==> src/rtl/lcdws_pkg.sv <==
// Shared types, constants and the power-of-ten table for the character LCD
// write sequencer. No dependencies; every other file but lcdws_cmp_sub uses it by scoped names.
package lcdws_pkg;

    localparam int LINE_LENGTH_DEF = 16;

    localparam logic [2:0] KIND_CMD    = 3'd0;
    localparam logic [2:0] KIND_DATA   = 3'd1;
    localparam logic [2:0] KIND_STRING = 3'd2;
    localparam logic [2:0] KIND_GOTO   = 3'd3;
    localparam logic [2:0] KIND_NUMBER = 3'd4;
    localparam logic [2:0] KIND_INIT   = 3'd5;

    localparam logic [7:0] ROW2_ADDR   = 8'h40;
    localparam logic [7:0] CMD_ROW2    = 8'hC0;
    localparam logic [7:0] CMD_SETADDR = 8'h80;
    localparam logic [7:0] CMD_FUNC8   = 8'h3C;
    localparam logic [7:0] CMD_DISPON  = 8'h0C;
    localparam logic [7:0] CMD_CLEAR   = 8'h01;
    localparam logic [7:0] NIB_FUNC4   = 8'h02;
    localparam logic [7:0] NIB_LINES   = 8'h08;
    localparam logic [7:0] ASCII_ZERO  = 8'd48;

    localparam logic [2:0] LAST_DIGIT  = 3'd4;

    typedef struct packed {
        logic [2:0]  kind;
        logic [15:0] value;
        logic        first_of_string;
        logic [7:0]  column;
        logic [7:0]  row;
    } t_in_item;

    typedef struct packed {
        logic       reg_select;
        logic [7:0] bus_value;
        logic       last;
    } t_out_item;

    // One byte handed from the sequencer to the transfer stage.
    typedef struct packed {
        logic       valid;
        logic       rs;
        logic [7:0] data;
        logic       split;
        logic       last;
    } t_byte_req;

    function automatic logic [15:0] pow10(input logic [2:0] idx);
        logic [15:0] p;
        unique case (idx)
            3'd0:    p = 16'd10000;
            3'd1:    p = 16'd1000;
            3'd2:    p = 16'd100;
            3'd3:    p = 16'd10;
            default: p = 16'd1;
        endcase
        return p;
    endfunction

endpackage

==> src/rtl/lcdws_cmp_sub.sv <==
// Shared compare-and-subtract unit used for decimal digit extraction.
// Depends on nothing.
module lcdws_cmp_sub (
    input  logic [15:0] i_a,
    input  logic [15:0] i_b,
    output logic        o_ge,
    output logic [15:0] o_diff
);

    logic [16:0] diff_w;

    assign diff_w = {1'b0, i_a} - {1'b0, i_b};
    assign o_ge   = ~diff_w[16];
    assign o_diff = diff_w[15:0];

endmodule

==> src/rtl/lcdws_xfer.sv <==
// Transfer stage: splits bytes into nibbles when asked and holds each bus
// transfer in an output register. Depends on lcdws_pkg.
module lcdws_xfer (
    input  logic                 i_clk,
    input  logic                 i_rst_n,
    input  lcdws_pkg::t_byte_req i_req,
    output logic                 o_ready,
    output logic                 o_valid,
    input  logic                 i_stall,
    output lcdws_pkg::t_out_item o_item
);

    logic                 r_full;
    logic                 r_hi;
    logic                 r_rs;
    logic [7:0]           r_data;
    logic                 r_split;
    logic                 r_last;
    logic                 r_ovalid;
    lcdws_pkg::t_out_item r_out;
    lcdws_pkg::t_out_item n_out;
    logic                 load_out;
    logic                 byte_done;

    assign o_ready  = ~r_full;
    assign load_out = r_full & (~r_ovalid | ~i_stall);

    always_comb begin
        n_out.reg_select = r_rs;
        if (r_split && r_hi) begin
            n_out.bus_value = {4'b0000, r_data[7:4]};
            n_out.last      = 1'b0;
            byte_done       = 1'b0;
        end else if (r_split) begin
            n_out.bus_value = {4'b0000, r_data[3:0]};
            n_out.last      = r_last;
            byte_done       = 1'b1;
        end else begin
            n_out.bus_value = r_data;
            n_out.last      = r_last;
            byte_done       = 1'b1;
        end
    end

    always_ff @(posedge i_clk) begin
        if (!i_rst_n) begin
            r_full   <= 1'b0;
            r_hi     <= 1'b0;
            r_ovalid <= 1'b0;
        end else begin
            if (i_req.valid && !r_full) begin
                r_full <= 1'b1;
                r_hi   <= 1'b1;
            end else if (load_out) begin
                r_hi <= 1'b0;
                if (byte_done) begin
                    r_full <= 1'b0;
                end
            end
            if (load_out) begin
                r_ovalid <= 1'b1;
            end else if (!i_stall) begin
                r_ovalid <= 1'b0;
            end
        end
    end

    always_ff @(posedge i_clk) begin
        if (i_req.valid && !r_full) begin
            r_rs    <= i_req.rs;
            r_data  <= i_req.data;
            r_split <= i_req.split;
            r_last  <= i_req.last;
        end
        if (load_out) begin
            r_out <= n_out;
        end
    end

    assign o_valid = r_ovalid;
    assign o_item  = r_out;

endmodule

==> src/rtl/char_lcd_write_sequencer.sv <==
// Top level of the character LCD write sequencer: request sequencer with
// digit extraction on a shared compare-subtract unit, feeding the transfer
// stage. Depends on lcdws_pkg, lcdws_cmp_sub and lcdws_xfer.
//
// Usage: a request item is taken on the input channel when i_in_valid is
// high and o_in_stall is low; o_in_stall stays high until every byte of
// the current request has been handed to the transfer stage. Each result
// item is one enable-pulsed bus transfer, offered on o_out_valid and taken
// when i_out_stall is low; the final transfer of a request has last set.
// The user must write the mode bit through i_cfg_wr_en and i_cfg_wr_data
// only while idle; the block itself does not enforce this.
// The first transfer of a command, data, goto or init request passes through
// the sequencer state, the transfer stage's byte register and its output
// register; the transfer stage takes a new byte only once the last transfer
// of its current byte is loaded. A number request iterates on the shared
// compare-subtract unit, with at most 41 subtractions. Kinds six and seven
// are taken and produce nothing.
// Reset selects 4-bit mode, clears the string position and empties the
// transfer stage. A stalled receiver holds the output register; the sequencer
// then waits on the transfer stage while bytes remain, keeping o_in_stall high.
module char_lcd_write_sequencer #(
    parameter int LINE_LENGTH = lcdws_pkg::LINE_LENGTH_DEF
) (
    input  logic                 i_clk,
    input  logic                 i_rst_n,
    input  logic                 i_in_valid,
    output logic                 o_in_stall,
    input  lcdws_pkg::t_in_item  i_in_item,
    input  logic                 i_cfg_wr_en,
    input  logic                 i_cfg_wr_data,
    output logic                 o_out_valid,
    input  logic                 i_out_stall,
    output lcdws_pkg::t_out_item o_out_item
);

    localparam int PosW = $clog2(LINE_LENGTH + 2);

    typedef enum logic [5:0] {
        S_IDLE  = 6'b000001,
        S_JUMP  = 6'b000010,
        S_SEND  = 6'b000100,
        S_INIT  = 6'b001000,
        S_DIGIT = 6'b010000,
        S_PUSHD = 6'b100000
    } t_state;

    t_state                r_state;
    logic                  r_mode;
    logic [PosW-1:0]       r_pos;
    logic                  r_rs;
    logic [7:0]            r_byte;
    logic [2:0]            r_step;
    logic [15:0]           r_rem;
    logic [2:0]            r_idx;
    logic [3:0]            r_digit;
    logic                  r_started;

    lcdws_pkg::t_byte_req  req;
    logic                  xfer_ready;
    logic                  accept;
    logic [PosW-1:0]       pos_w;
    logic [7:0]            goto_addr;
    logic                  sub_ge;
    logic [15:0]           sub_diff;
    logic [15:0]           pow_w;

    assign o_in_stall = (r_state != S_IDLE);
    assign accept     = i_in_valid & (r_state == S_IDLE);
    assign pos_w      = i_in_item.first_of_string ? '0 : r_pos;
    assign pow_w      = lcdws_pkg::pow10(r_idx);

    always_comb begin
        if (i_in_item.row == 8'd0) begin
            goto_addr = i_in_item.column;
        end else if (i_in_item.row == 8'd1) begin
            goto_addr = i_in_item.column + lcdws_pkg::ROW2_ADDR;
        end else begin
            goto_addr = 8'd0;
        end
        goto_addr = goto_addr | lcdws_pkg::CMD_SETADDR;
    end

    lcdws_cmp_sub u_cmp_sub (
        .i_a    (r_rem),
        .i_b    (pow_w),
        .o_ge   (sub_ge),
        .o_diff (sub_diff)
    );

    always_comb begin
        req.valid = 1'b0;
        req.rs    = 1'b0;
        req.data  = 8'd0;
        req.split = r_mode;
        req.last  = 1'b0;
        unique case (r_state)
            S_JUMP: begin
                req.valid = 1'b1;
                req.data  = lcdws_pkg::CMD_ROW2;
            end
            S_SEND: begin
                req.valid = 1'b1;
                req.rs    = r_rs;
                req.data  = r_byte;
                req.last  = 1'b1;
            end
            S_INIT: begin
                req.valid = 1'b1;
                unique case (r_step)
                    3'd0, 3'd1: begin
                        req.data  = lcdws_pkg::NIB_FUNC4;
                        req.split = 1'b0;
                    end
                    3'd2: begin
                        req.data  = r_mode ? lcdws_pkg::NIB_LINES : lcdws_pkg::CMD_FUNC8;
                        req.split = 1'b0;
                    end
                    3'd3: begin
                        req.data = lcdws_pkg::CMD_DISPON;
                    end
                    default: begin
                        req.data = lcdws_pkg::CMD_CLEAR;
                        req.last = 1'b1;
                    end
                endcase
            end
            S_PUSHD: begin
                req.valid = 1'b1;
                req.rs    = 1'b1;
                req.data  = lcdws_pkg::ASCII_ZERO + {4'b0000, r_digit};
                req.last  = (r_idx == lcdws_pkg::LAST_DIGIT);
            end
            default: begin
                req.valid = 1'b0;
            end
        endcase
    end

    always_ff @(posedge i_clk) begin
        if (!i_rst_n) begin
            r_state   <= S_IDLE;
            r_mode    <= 1'b1;
            r_pos     <= '0;
            r_step    <= 3'd0;
            r_idx     <= 3'd0;
            r_digit   <= 4'd0;
            r_started <= 1'b0;
        end else begin
            if (i_cfg_wr_en) begin
                r_mode <= i_cfg_wr_data;
            end
            unique case (r_state)
                S_IDLE: begin
                    if (accept) begin
                        priority case (i_in_item.kind)
                            lcdws_pkg::KIND_CMD, lcdws_pkg::KIND_DATA,
                            lcdws_pkg::KIND_GOTO: begin
                                r_state <= S_SEND;
                            end
                            lcdws_pkg::KIND_STRING: begin
                                r_state <= (pos_w == PosW'(LINE_LENGTH)) ? S_JUMP : S_SEND;
                                if (pos_w < PosW'(LINE_LENGTH + 1)) begin
                                    r_pos <= pos_w + 1'b1;
                                end else begin
                                    r_pos <= pos_w;
                                end
                            end
                            lcdws_pkg::KIND_NUMBER: begin
                                r_state   <= S_DIGIT;
                                r_idx     <= 3'd0;
                                r_digit   <= 4'd0;
                                r_started <= 1'b0;
                            end
                            lcdws_pkg::KIND_INIT: begin
                                r_state <= S_INIT;
                                r_step  <= r_mode ? 3'd0 : 3'd2;
                            end
                            default: begin
                                r_state <= S_IDLE;
                            end
                        endcase
                    end
                end
                S_JUMP: begin
                    if (xfer_ready) begin
                        r_state <= S_SEND;
                    end
                end
                S_SEND: begin
                    if (xfer_ready) begin
                        r_state <= S_IDLE;
                    end
                end
                S_INIT: begin
                    if (xfer_ready) begin
                        if (r_step == 3'd4) begin
                            r_state <= S_IDLE;
                        end else begin
                            r_step <= r_step + 3'd1;
                        end
                    end
                end
                S_DIGIT: begin
                    if (sub_ge) begin
                        r_digit <= r_digit + 4'd1;
                    end else if (r_digit != 4'd0 || r_started
                                 || r_idx == lcdws_pkg::LAST_DIGIT) begin
                        r_state <= S_PUSHD;
                    end else begin
                        r_idx <= r_idx + 3'd1;
                    end
                end
                S_PUSHD: begin
                    if (xfer_ready) begin
                        r_started <= 1'b1;
                        r_digit   <= 4'd0;
                        if (r_idx == lcdws_pkg::LAST_DIGIT) begin
                            r_state <= S_IDLE;
                        end else begin
                            r_idx   <= r_idx + 3'd1;
                            r_state <= S_DIGIT;
                        end
                    end
                end
                default: begin
                    r_state <= S_IDLE;
                end
            endcase
        end
    end

    always_ff @(posedge i_clk) begin
        if (accept) begin
            r_rs  <= (i_in_item.kind != lcdws_pkg::KIND_CMD)
                     && (i_in_item.kind != lcdws_pkg::KIND_GOTO);
            r_rem <= i_in_item.value;
            if (i_in_item.kind == lcdws_pkg::KIND_GOTO) begin
                r_byte <= goto_addr;
            end else begin
                r_byte <= i_in_item.value[7:0];
            end
        end else if (r_state == S_DIGIT && sub_ge) begin
            r_rem <= sub_diff;
        end
    end

    lcdws_xfer u_xfer (
        .i_clk   (i_clk),
        .i_rst_n (i_rst_n),
        .i_req   (req),
        .o_ready (xfer_ready),
        .o_valid (o_out_valid),
        .i_stall (i_out_stall),
        .o_item  (o_out_item)
    );

endmodule

==> config.mk <==
export PLATFORM = sky130hd
export DESIGN_NAME = char_lcd_write_sequencer
export DESIGN_NICKNAME = d
export VERILOG_FILES = /design/src/rtl/lcdws_pkg.sv /design/src/rtl/lcdws_cmp_sub.sv /design/src/rtl/lcdws_xfer.sv /design/src/rtl/char_lcd_write_sequencer.sv
export SDC_FILE = /design/constraint.sdc
export NUM_CORES = 1
export LEC_CHECK = 0
export ABC_AREA = 1
export BUFFER_PORTS_ARGS = -buffer_cell sky130_fd_sc_hd__buf_2
export CAP_MARGIN = 20
export CORE_MARGIN = 2
export CORE_UTILIZATION = 50
export DETAILED_ROUTE_END_ITERATION = 7
export GPL_ROUTABILITY_DRIVEN = 0
export PLACE_DENSITY = 0.79
export RECOVER_POWER = 25
export SETUP_SLACK_MARGIN = 0.5
export SLEW_MARGIN = 25
export SYNTH_ARGS = -nofsm -noshare
export SYNTH_HDL_FRONTEND = slang
export SYNTH_SLANG_ARGS = --single-unit
==> constraint.sdc <==
create_clock -name i_clk -period 8.77 [get_ports i_clk]
set_input_delay 0 -clock i_clk [delete_from_list [all_inputs] [get_ports i_clk]]
set_output_delay 0 -clock i_clk [all_outputs]
set_load 0.05 [all_outputs]
# ---- Word-level counts from Yosys, hierarchy flattened
# Cells that the tools add are included.
dict set report totals {
  wordCells 165
  n_memories 0
  latch_bits 0
  out_inout_bits 12
  ram_bits 0
  register_bits 72
  inputBits 42
  mem_bits_ro 0
}
dict set report op_classes {
  n_div 0
  magnitude_cmp 1
  eq_ne 39
  shifts 0
  addsub 7
  n_mux 59
  n_bitwise 6
  mul 0
  reduce_logical 31
}
# cell count
set op_table {}
lappend op_table {{14-bit case mux with 4 select lines} 1}
lappend op_table {{6-bit 2-to-1 mux} 9}
lappend op_table {{6-bit case mux with 6 select lines} 1}
lappend op_table {{3-bit 2-to-1 mux} 11}
lappend op_table {{16-bit 2-to-1 mux} 2}
lappend op_table {{8-bit case mux with 4 select lines} 1}
lappend op_table {{2-bit != test, second input constant} 12}
lappend op_table {{7-bit 2-to-1 mux} 3}
lappend op_table {{5-bit 2-to-1 mux} 4}
lappend op_table {{5-bit case mux with 4 select lines} 1}
lappend op_table {{3-bit by 2-bit equality test with 1-bit output, second input constant} 6}
lappend op_table {{6-bit case mux with 3 select lines} 1}
lappend op_table {{16-bit by 14-bit subtractor with 17-bit output} 1}
lappend op_table {{4-bit 2-to-1 mux} 4}
lappend op_table {{1-bit 2-to-1 mux} 14}
lappend op_table {{3-bit equality test, second input constant} 4}
lappend op_table {{4-bit case mux with 3 select lines} 1}
lappend op_table {{5-bit AND reduction} 2}
lappend op_table {{3-bit by 1-bit equality test with 1-bit output, second input constant} 3}
lappend op_table {{3-bit logical NOT} 3}
lappend op_table {{3-bit case mux with 3 select lines} 1}
lappend op_table {{8-bit by 1-bit equality test with 1-bit output, second input constant} 1}
lappend op_table {{8-bit logical NOT} 1}
lappend op_table {{2-bit by 1-bit != test with 1-bit output, second input constant} 4}
lappend op_table {{other kinds (36)} 52}

# ---- Logic depth before layout (Yosys ltp)
dict set report logic_depth {
  ltp_word 7
  ltp_mapped 16
  depth_no_buf 16
}

# ---- Modules after synthesis
# Synthesis repeated with hierarchy kept, for this count alone.
dict set report unflattened {
  hier_cells 700
  area_unflattened_um2 5022.3
}
# mod n_inst seq_area_each_um2 cells_per_inst area_each_um2
set by_module_without_submodules {}
lappend by_module_without_submodules {char_lcd_write_sequencer 1 1211.2 436 3154.3}
lappend by_module_without_submodules {lcdws_cmp_sub 1 0.0 206 1026.0}
lappend by_module_without_submodules {lcdws_xfer 1 690.7 58 842.1}

# ---- Least setup slack after synthesis
# Ideal clock, no wire load.
dict set report synth_path {
  path_kind {flip-flop to flip-flop}
  startpoint {reg r_idx[2]}
  endpoint {reg r_rem[0] (enable)}
  period_less_slack_ns 2.831
  setup_ns 0.372
  path_buffers 1
  arrival_time_ns 2.460
  t_required_ns 8.398
  path_stages_with_launch 16
  setup_slack_ns 5.939
  cell_sequence {dfxtp_1 -> clkinv_1 -> ha_1 -> nand2_1 -> inv_1 -> fa_1 -> inv_1 -> nand3_1 -> nand2_1 -> nand2_1 -> nand2_1 -> nand2_1 -> nand2_1 -> nand2_2 -> buf_4 -> nand2_1}
}
dict set report synth_between {
  elab_chain_cells 6
  elab_cells_between_ends 9
  classes_between {add/sub (1); eq/ne (3); mux (1); bitwise (1); reduce/logical (3)}
}
# element line_no
set synth_rtl {}
lappend synth_rtl {{start: declaration} char_lcd_write_sequencer.sv:54} ;# logic [2:0] r_idx;
lappend synth_rtl {{start signal: assignment} char_lcd_write_sequencer.sv:210} ;# r_idx <= r_idx + 3'd1;
lappend synth_rtl {{start signal: assignment} char_lcd_write_sequencer.sv:220} ;# r_idx <= r_idx + 3'd1;
lappend synth_rtl {{3-bit by 2-bit equality test with 1-bit output (tied with other cells)} lcdws_pkg.sv:51} ;# unique case (idx)
lappend synth_rtl {{14-bit case mux with 4 select lines *} lcdws_pkg.sv:51}
lappend synth_rtl {{16-bit by 14-bit subtractor with 17-bit output *} lcdws_cmp_sub.sv:12} ;# assign diff_w = {1'b0, i_a} - {1'b0, i_b};
lappend synth_rtl {{1-bit inverter *} lcdws_cmp_sub.sv:13} ;# assign o_ge = ~diff_w[16];
lappend synth_rtl {{1-bit logical AND *} char_lcd_write_sequencer.sv:242} ;# end else if (r_state == S_DIGIT && sub_ge) begin
lappend synth_rtl {{2-bit nonzero test (no source line) *} --}
lappend synth_rtl {{end signal: assignment} char_lcd_write_sequencer.sv:236} ;# r_rem <= i_in_item.value;
lappend synth_rtl {{end signal: assignment} char_lcd_write_sequencer.sv:243} ;# r_rem <= sub_diff;
lappend synth_rtl {{end: declaration} char_lcd_write_sequencer.sv:53} ;# logic [15:0] r_rem;
# Mark *: on every way between the ends. The rest lies on a longest branch, timed or not.
# A chain may end at the register's enable or synchronous reset.

# ---- Worst setup path after layout
dict set report layout_path {
  startpoint {reg r_idx[2]}
  endpoint {reg r_rem[10] (enable)}
}
# The elaborated chain is that of the path after synthesis.

==> qor.yml <==
floorplanning:
  rows: 34
  start_util_pct: 52.23
  core_area_mm2: 0.008806
  ios: 54
  fp.dieArea_mm2: 0.009982
  die_w_um: 99.91
  dieHeight_um: 99.91
timing:
  finalSetupViolCount: 0
  tightestPinTransition_ps: 1092
  period_share_pct: 38.11
  fin_ws_ps: 5427
  hold_viol_final: 0
  setup_tns_ps: 0
  clock_skew_ps: 9.792
  fin_crit_ps: 3343
  max_freq_mhz: 299.2
  slew_headroom_pct: 26.54
  holdWs_ps: 32.51
  slew_viol_final: 0
  rsz0062_at_grt: "false"
pwr:
  leakage_uw: 0.002392
  power_density_mw_per_mm2: 353.7
  max-vdd-ir-drop_uv: 182.9
  finalPower_uw: 1903
setup_path:
  required_ps: 8750
  rrSetupSlack_ps: 5430
  crit_type: "reg -> reg"
  worst_r2r_startpoint: "r_idx[2]"
  start_kind: "flip-flop"
  worstPathCellList: "clkinv_1, ha_1, nand2_1, inv_1, fa_1, inv_1, nand3_1, nand2_1, nand2_1, nand2_1, nand2_1, nand2_1, nand2_2, nand2_1"
  crit_fanout: 17
  cp.arrival_ps: 3320
  reg2reg_depth: 14
  slowest_stage: "nand2_1"
  crit_path_end_kind: "flip-flop"
  cpMostUsedCell: "nand2_1"
  slowest_delay_ps: 620
  regToRegEndpoint: "r_rem[10]"
logic_synthesis:
  synth.distinct_cells: 43
  synth_area_leaders: "edfxtp_1 30%, nand2_1 12%, dfxtp_1 11%"
  async_flop_share_pct: 0
  netlist_instances: 589
  yosys_register_bits: 72
  synth_top_area_cell: "edfxtp_1"
  synth_most_common_cell: "nand2_1"
  synthTopCellsByCount: "150 x nand2_1, 76 x inv_1, 58 x nor2_1"
  synth_top_area_share_pct: 30.03
  syn-cell-area_mm2: 0.004599
  synth_top_flop_cell: "edfxtp_1"
  synth_edf_count: 46
  avgSynthCellArea_um2: 7.809
  syn_nets: 658
  synth_seq_area_share_pct: 41.35
  yosysWarnings: 0
final_layout:
  num_antenna_cells: 0
  finalNetCount: 737
  syn_to_final_growth_pct: 16.97
  design_area_mm2: 0.005380
  drive_gt1_share_pct: 12.33
status:
  status: "finished, final reports clean"
detailed_routing:
  drc: 0
  wl_per_cell_um: 13.67
  vias_per_cell: 5.370
  dr.pass1.iters: 5
  antenna_left: 0
  drt_wl_total_um: 10680
  vias: 4194
  drt-initial-drc-count: 232
global_routing:
  globalRouteOverflowTotal: 0
  grt_pass1_vias: 4054
  track_usage_pct: 22.19
  grt_max_degree: 32
  grt_first_pass_wirelength_um: 17790
  antenna_found_initial: 0
clocking:
  clock_latency_ps: 350
  cts_setup_buffers: 0
  cts_made_buffers: 9
  clock_sinks: 72
  cts_tree: "built"
  clk_pin_slew_ps: 80
  cts_buffer_depth: 2
  htreeDepth: 3
  cts_root_buf: "clkbuf_8"
min_path:
  holdCritPathClass: "in -> reg"
  hold_start: "i_in_item[19]"
  holdPathStages: 3
  hold_end: "r_byte[2]"
placement:
  pre_cts_ws_ps: 5419
  numPortBuffers: 52
  placed_area_mm2: 0.004938
  hpwl_um: 7629
job:
  drv_cap: 0
## state kept, by name, indices dropped and copies added (netlist names)
register and cells:
u_xfer.r_data 8, u_xfer.o_valid 1, u_xfer.o_item 10, u_xfer.r_rs 1, r_digit 4, r_byte 8
r_step 3, u_xfer.r_split 1, r_rs 1, r_mode 1, r_idx 3, u_xfer.r_hi 1
r_started 1, r_rem 16, r_state 6, u_xfer.r_full 1, u_xfer.r_last 1, r_pos 5
## critical path, delay by kind of cell, from the launching register on
family,cells,cell delay [ps]
adder cells (fa/ha/maj),2,690
buffers and inverters,3,330
AND/OR/NAND/NOR,9,1570
flip-flops,1,380
## layer usage
metal | up-vias | track usage (%) | part of all wire [%]
met4 | 0 | 11.49 | 4.3
met5 | - | 0 | 0
met3 | 48 | 2.786 | 4.1
met2 | 149 | 39.76 | 50
li1 | 2104 | - | -
met1 | 1893 | 26.00 | 42
## worst max-delay path by stage
stage          slack [ps]         to      from  cells past startpoint
4_1_cts              5410  r_rem[14]  r_idx[2]                     14
2_1_floorplan        5940   r_rem[0]  r_idx[2]                     15
3_5_place_dp         5420  r_rem[11]  r_idx[2]                     14
3_3_place_gp         5520   r_rem[9]  r_idx[2]                     14
6_report             5430  r_rem[10]  r_idx[2]                     14
5_1_grt              5150  r_rem[15]  r_idx[2]                     14
## stage by stage
stage               cells  utilization (%)
floorplan             589                -
global placement      740            56.08
detailed placement    740            56.08
CTS                   781            61.30
global route          781            61.10
finish                781            61.10
## kinds of logic (layout without fill, tap and decap cells)
| family | Yosys count | count (layout) | synth area share [%] |
|---|---|---|---|
| compound gates | 83 | 83 | 9.929 |
| xor+xnor | 12 | 12 | 2.285 |
| fa+ha+maj | 27 | 27 | 7.508 |
| buf+inv | 90 | 174 | 7.889 |
| flops | 72 | 72 | 41.35 |
| simple gates | 305 | 305 | 31.04 |
## layout by cell type, fill, tap and decap left out, types with 11 or more instances in the layout
cell type      netlist  routed
nand2_1            150     150
inv_1               76      76
nor2_1              58      58
nand3_1             52      52
edfxtp_1            46      46
a21oi_1             38      38
buf_2                3      38
o21ai_0             32      32
ha_1                26      26
dfxtp_1             26      26
dlygate4sd3_1        0      25
clkbuf_1             3      14
nand4_1             11      11
## power by group
part / total, uW / switching, uW / internal [uW]
Combinational: 1030 / 687 / 340
Clock: 286 / 128 / 158
Sequential: 590 / 64.8 / 525
## timing repair
item                                   CTS  global route
endpoints found under the hold margin   25             0
gates resized for setup                  0             0
hold buffers                            25             0
## layout make-up
class / count / area [um^2]
clock buffer: 9 / 123.9
clock inverter: 7 / 85.08
fill: 745 / 3426
inverter: 81 / 306.5
multi-input combinational: 427 / 2335
sequential: 72 / 1902
tap: 108 / 135.1
timing repair buffer: 77 / 493.0
Power figures use the tool's default switching activity.
